File: src/rtl/gwrm_pkg.sv
// Package for the Geiger window rate meter: item types and fixed constants.
// Used by gwrm_divider and geiger_window_rate_meter.
package gwrm_pkg;

  typedef struct packed {
    logic [3:0] rad_pulses;
    logic [3:0] noise_pulses;
  } gwrm_in_t;

  typedef struct packed {
    logic        processed;
    logic        radiation_event;
    logic        noise_event;
    logic [31:0] window_count;
    logic [23:0] integration_ms;
    logic [31:0] cpm_x16;
  } gwrm_out_t;

  localparam logic [0:0]  CFG_PERIOD = 1'b0;
  localparam logic [0:0]  CFG_UNIT   = 1'b1;
  localparam logic [19:0] CPM_SCALE  = 20'd960000;
  localparam logic [23:0] INTEG_MAX  = 24'hFFFFFF;
  localparam logic [15:0] CNT16_MAX  = 16'hFFFF;

endpackage

File: src/rtl/gwrm_divider.sv
// Restoring divider, one quotient bit per cycle: 52-bit dividend by 24-bit divisor.
// Depends on gwrm_pkg (package import only).
module gwrm_divider (
  input  logic        clk,
  input  logic        rst,
  input  logic        start,
  input  logic [51:0] dividend,
  input  logic [23:0] divisor,
  output logic        busy,
  output logic        done,
  output logic [51:0] quotient
);
  import gwrm_pkg::*;

  logic [51:0] quo;
  logic [24:0] rem;
  logic [23:0] dvs;
  logic [5:0]  cnt;
  logic [24:0] shifted;
  logic [25:0] diff;

  assign shifted  = {rem[23:0], quo[51]};
  assign diff     = {1'b0, shifted} - {2'b0, dvs};
  assign quotient = quo;

  // Shift one dividend bit in and subtract when it fits
  always_ff @(posedge clk) begin
    if (rst) begin
      busy <= 1'b0;
      done <= 1'b0;
      cnt  <= '0;
    end else begin
      done <= 1'b0;
      if (start) begin
        busy <= 1'b1;
        quo  <= dividend;
        rem  <= '0;
        dvs  <= divisor;
        cnt  <= 6'd52;
      end else if (busy) begin
        if (!diff[25]) begin
          rem <= diff[24:0];
          quo <= {quo[50:0], 1'b1};
        end else begin
          rem <= shifted;
          quo <= {quo[50:0], 1'b0};
        end
        cnt <= cnt - 6'd1;
        if (cnt == 6'd1) begin
          busy <= 1'b0;
          done <= 1'b1;
        end
      end
    end
  end

  assert property (@(posedge clk) disable iff (rst) start |=> busy)
    else $error("divider not busy after start");
  assert property (@(posedge clk) disable iff (rst) done |-> !busy)
    else $error("divider done while busy");
  assert property (@(posedge clk) disable iff (rst) busy |-> cnt != 6'd0)
    else $error("divider count ran out while busy");
endmodule

File: config.mk
export PLATFORM = sky130hd
export DESIGN_NAME = gwrm_divider
export DESIGN_NICKNAME = d
export VERILOG_FILES = /design/src/rtl/gwrm_pkg.sv /design/src/rtl/gwrm_divider.sv
export SDC_FILE = /design/constraint.sdc
export NUM_CORES = 1
export LEC_CHECK = 0
export BUFFER_PORTS_ARGS = -buffer_cell sky130_fd_sc_hd__buf_2
export CAP_MARGIN = 20
export CORE_ASPECT_RATIO = 2
export CORE_UTILIZATION = 50
export DETAILED_ROUTE_END_ITERATION = 8
export GPL_TIMING_DRIVEN = 0
export PLACE_DENSITY = 0.84
export SLEW_MARGIN = 0
export SYNTH_ARGS = -nofsm -noshare
export SYNTH_HDL_FRONTEND = slang
export SYNTH_SLANG_ARGS = --single-unit
export TNS_END_PERCENT = 1
File: constraint.sdc
create_clock -name clk -period 9.3 [get_ports clk]
set_input_delay 1.395 -clock clk [delete_from_list [all_inputs] [get_ports clk]]
set_output_delay 1.395 -clock clk [all_outputs]
set_load 0.05 [all_outputs]
After elaboration in Yosys (flattened, before gate mapping)

Index checks and enable logic that the tools add are counted.

Shifts and indexed selects: 0
Reduce and logical (&&, ||, !) cells: 5
Equal/unequal tests: 1
Div/mod/pow operators: 0
$lt $le $gt $ge: 0
Multipliers: 0
Bitwise logic cells: 2
Add/subtract/negate cells: 2
Mux-type cells: 11

Operators by type and width:

| operator                                          | count |
|---|---|
| two-way mux 52 bit                                | 2 |
| two-way mux 24 bit                                | 2 |
| subtractor 25 x 24 -> 26 bit                      | 1 |
| two-way mux 6 bit                                 | 2 |
| == test 6 x 1 -> 1 bit (second input constant)    | 1 |
| subtractor 6 x 1 -> 6 bit (second input constant) | 1 |
| two-way mux 1 bit                                 | 5 |
| AND reduction 2 bit                               | 2 |
| OR reduction 3 bit                                | 1 |
| inverter 1 bit                                    | 2 |
| nonzero test 2 bit                                | 1 |
| OR reduction 2 bit                                | 1 |

Bits in read-only memories: 0
Bits of input ports: 79
Register bits after elaboration: 108
Output and inout port bits: 54
Memories kept: 0
Bits in writable memories: 0
Bits in latches: 0

Depth between registers and ports, before layout

Word-level depth: 4
Depth in mapped cells: 14

Least setup slack after synthesis

No wires, ideal clock.

Kind: input to register
Start point: input start
End point: register quo[0], in the netlist quotient[0] (enable)
Data required time: 8.789 ns
Stages on the path: 4
Data arrival time: 5.179 ns
Path slack: 3.609 ns
Path buffers: 2
Setup time: 0.511 ns
Cells stage by stage: clkbuf_1 -> clkbuf_1 -> nor2_1 -> nor2_1

Cells in the longest elaborated chain, start to end: 2

Ends and longest elaborated chain:

| element                              | RTL line           | RTL |
|---|---|---|
| from (decl)                          | gwrm_divider.sv:6  | `input logic start,` |
| nonzero test 2 bit (no source line)  | --                 |  |
| AND reduction 2 bit (no source line) | --                 |  |
| to (signal assigned)                 | gwrm_divider.sv:36 | `quo <= dividend;` |
| to (signal assigned)                 | gwrm_divider.sv:43 | `quo <= {quo[50:0], 1'b1};` |
| to (signal assigned)                 | gwrm_divider.sv:46 | `quo <= {quo[50:0], 1'b0};` |
| to (decl)                            | gwrm_divider.sv:15 | `logic [51:0] quo;` |

Every way passes these cells.
A chain may end at the register's enable or synchronous reset.

Worst setup path in the final report

Start point: input start
End point: register quo[6], in the netlist quotient[6] (enable)

Same word-level chain as after synthesis.

==> impl_metrics.toml <==
[status]
status = "completed"

[synthesis]
synthTopCellsByArea = "edfxtp_1 (54%), mux2_2 (10%), ha_1 (5.9%)"
ys_seq_area_frac = 0.572
yosysWarnings = 0
synth_most_common_cell = "edfxtp_1"
netlist_area_sq_um = 5530
async_reset_ff_frac = 0
synthFlopType = "edfxtp_1"
ys_ff_latch = 108
synth.distinct_cells = 47
netlist_top_cells_count = "edfxtp_1 (100), mux2_2 (51), nor2_1 (41)"
synth_edf_count = 100
synth_fp_nets = 530
avgSynthCellArea_sq_um = 13.0
synth_area_leader_cell = "edfxtp_1"
syn_inst = 424
synth_top_area_share = 0.543

[min_path]
whs_path_depth = 2
hold_start = "cnt[1]$_SDFFE_PP0P_"
min_to = "cnt[1]$_SDFFE_PP0P_"
hp-class = "flop to flop"

[cts]
clock_sinks = 108
cts_resized = 0
cts_tree = "built"
clk_path_buf_depth = 2
holdBufCountCts = 0
cts_max_level = 3
root_buffer = "clkbuf_16"
cts_setup_buffers = 0
clock_latency_ns = 0.34
cts_buffers = 9
clk_pin_slew_ns = 0.07

[critical_path]
reg2reg_slack_ns = 6.08
cp_max_fo = 37
crit_buf_inv = 3
crit_top_cell = "clkbuf_1"
critPathLaunchType = "input port"
r2r.worst_path.cells = 12
worst_ep_required_time_ns = 9.34
crit_slowest_cell = "nor2_4"
path_class = "input port to flop"
critPathCaptureType = "flop"
critPathArrivalTime_ns = 3.32
max_stage_delay_ns = 0.57
critPathTopFamily = "buffers and inverters"
timing.rr.start = "quotient[51]$_DFFE_PP_"
r2r_end = "rem[22]$_SDFFCE_PP0P_"
path_cells = "clkbuf_1 > clkbuf_1 > nor2_1 > nor2_4 > buf_12"

[flow_run]
maxCapViolations = 0

[power]
clkPwrFrac = 0.282
p_sw_mw = 0.390
combPwrFrac = 0.253
seqPwrFrac = 0.465
vdd_drop_max_mv = 0.146
power_mw = 1.29
power_density_nw_per_um2 = 192
leakage_nw = 2.79
p_sw_frac = 0.303
internal-power_mw = 0.898

[route]
top_layer = "met4"
routed_via_density = 5.50
routed-wl-met3_um = 651
first_pass_iters = 5
avgRoutedWirePerCell_um = 17.0
wl_mm = 12.1
num_vias = 3922
drtIter0Drc = 176
wl_met1_mm = 4.18
ant_nets = 0
dr_wl_met2_mm = 6.91
drcViolationCount = 0

[floorplan]
rows = 54
ios = 133
dieWidth_um = 76.4
core_sq_um = 10800
die_y_um = 151
start_util = 0.512
die-area_sq_um = 11500

[timing]
rsz0062_at_grt = "no"
finalClockSkew_ns = 0.00754
slew_headroom = 0.535
tightest_slew_ns = 0.696
finalSetupViolCount = 0
slew_viol_final = 0
timing.fmax_ghz = 0.305
setup_tns_ns = 0
timing.final.crit_share = 0.353
period_minus_slack_ns = 3.28
finalHoldViolCount = 0

[grt]
gr-total-overflow = 0
antenna_found_initial = 0
first_global_vias = 4190
grt_pass1_wl_mm = 19.2
track_usage = 0.217
grt_max_degree = 38

[placed_design]
dpl_cell_area_sq_um = 6430
dp_hpwl_mm = 9.27
place_congestion = 0.845
io_buffers = 130

[final_layout]
nNetsFinal = 674
area_delta_synth_final_pct = 21.3
design_area_sq_um = 6710
utilization = 0.620
drive_above_1_share = 0.375
antenna_cells = 0
[registers in the layout (all words and copies together) (netlist names)]
register and flops:
cnt 6, rem 24, done 1, quotient 52, busy 1, dvs 24
[cells in the final DEF, fill, tap and decap left out, types with 2 or more instances in the layout]
master | netlist | routed
nand2_1 | 14 | 14
mux2_2 | 51 | 51
o211ai_1 | 4 | 4
a31o_2 | 3 | 3
o21ai_0 | 6 | 6
buf_2 | 2 | 132
clkbuf_16 | 0 | 9
and3_1 | 5 | 5
mux2i_1 | 18 | 18
edfxtp_1 | 100 | 100
a211o_1 | 2 | 2
a21o_1 | 4 | 4
ha_1 | 26 | 26
nor2_1 | 41 | 39
nor3_1 | 5 | 5
nand3_1 | 5 | 5
dfxtp_1 | 8 | 8
nor2b_1 | 5 | 5
clkbuf_1 | 11 | 12
inv_1 | 29 | 29
o21ai_1 | 2 | 2
xnor2_1 | 14 | 14
a31oi_1 | 2 | 2
a21oi_1 | 20 | 20
clkinv_2 | 0 | 2
xor2_1 | 11 | 11
a211oi_1 | 5 | 5
o31ai_1 | 5 | 5
nand2b_1 | 3 | 3
buf_6 | 2 | 2
o21a_1 | 3 | 3
[tightest hold or removal path: stages, from the launching register on]
cell       delay [ns]
dfxtp_1          0.33
nor2_1           0.09
a2111oi_0        0.06
[through the flow]
step	setup WS (ns)	std cells	hold WS, ns
after detailed placement	5.61	697	0.515
after CTS	5.98	713	0.533
after global placement	1.96	694	0.489
after floorplan	3.61	424	0.477
final	6.02	713	0.528
after global routing	5.85	713	0.573
[final cells by class]
class	count	area, sq um
multi-input cells	271	2190
well taps	140	175
repair buffers	133	713
inverters	30	113
clock inverters	5	35.0
flip-flops and latches	108	3160
plain buffers	15	73.8
fillers	856	4100
clock buffers	11	243
[routing by layer]
metal / up-vias / global-route usage
met1: 1889 / 0.206
met4: 0 / 0.134
met2: 152 / 0.418
met3: 29 / 0.0436
met5: - / 0
li1: 1852 / -
[power by group through the flow]
| stage | Clock, mW | Sequential (mW) | Combinational [mW] |
|---|---|---|---|
| floorplan | 0 | 0.659 | 0.192 |
| global placement | 0 | 0.611 | 0.306 |
| detailed placement | 0 | 0.609 | 0.324 |
| CTS | 0.366 | 0.599 | 0.326 |
| global route | 0.383 | 0.603 | 0.351 |
| finish | 0.363 | 0.599 | 0.325 |
[how the worst max path moves through the flow]
stage,startpoint,endpoint,slack [ns],cells after the start
4_1_cts,start,quotient[6]$_DFFE_PP_,5.98,5
3_3_place_gp,start,quotient[14]$_DFFE_PP_,1.96,4
5_1_grt,quotient[51]$_DFFE_PP_,rem[22]$_SDFFCE_PP0P_,5.85,12
3_5_place_dp,start,quotient[14]$_DFFE_PP_,5.61,5
2_1_floorplan,start,quotient[0]$_DFFE_PP_,3.61,4
6_report,start,quotient[6]$_DFFE_PP_,6.02,5
[cell families after synthesis]
| family | after synthesis | synth area share |
|---|---|---|
| AOI/OAI and AO/OA | 65 | 0.0817 |
| xor gates and xnor gates | 25 | 0.0396 |
| adders and majority gates | 27 | 0.0624 |
| buffers and inverters | 45 | 0.0337 |
| DFF | 108 | 0.572 |
| muxes | 69 | 0.136 |
| and+or+nand+nor | 85 | 0.0742 |
No activity file was read; power rests on OpenSTA's default activity.
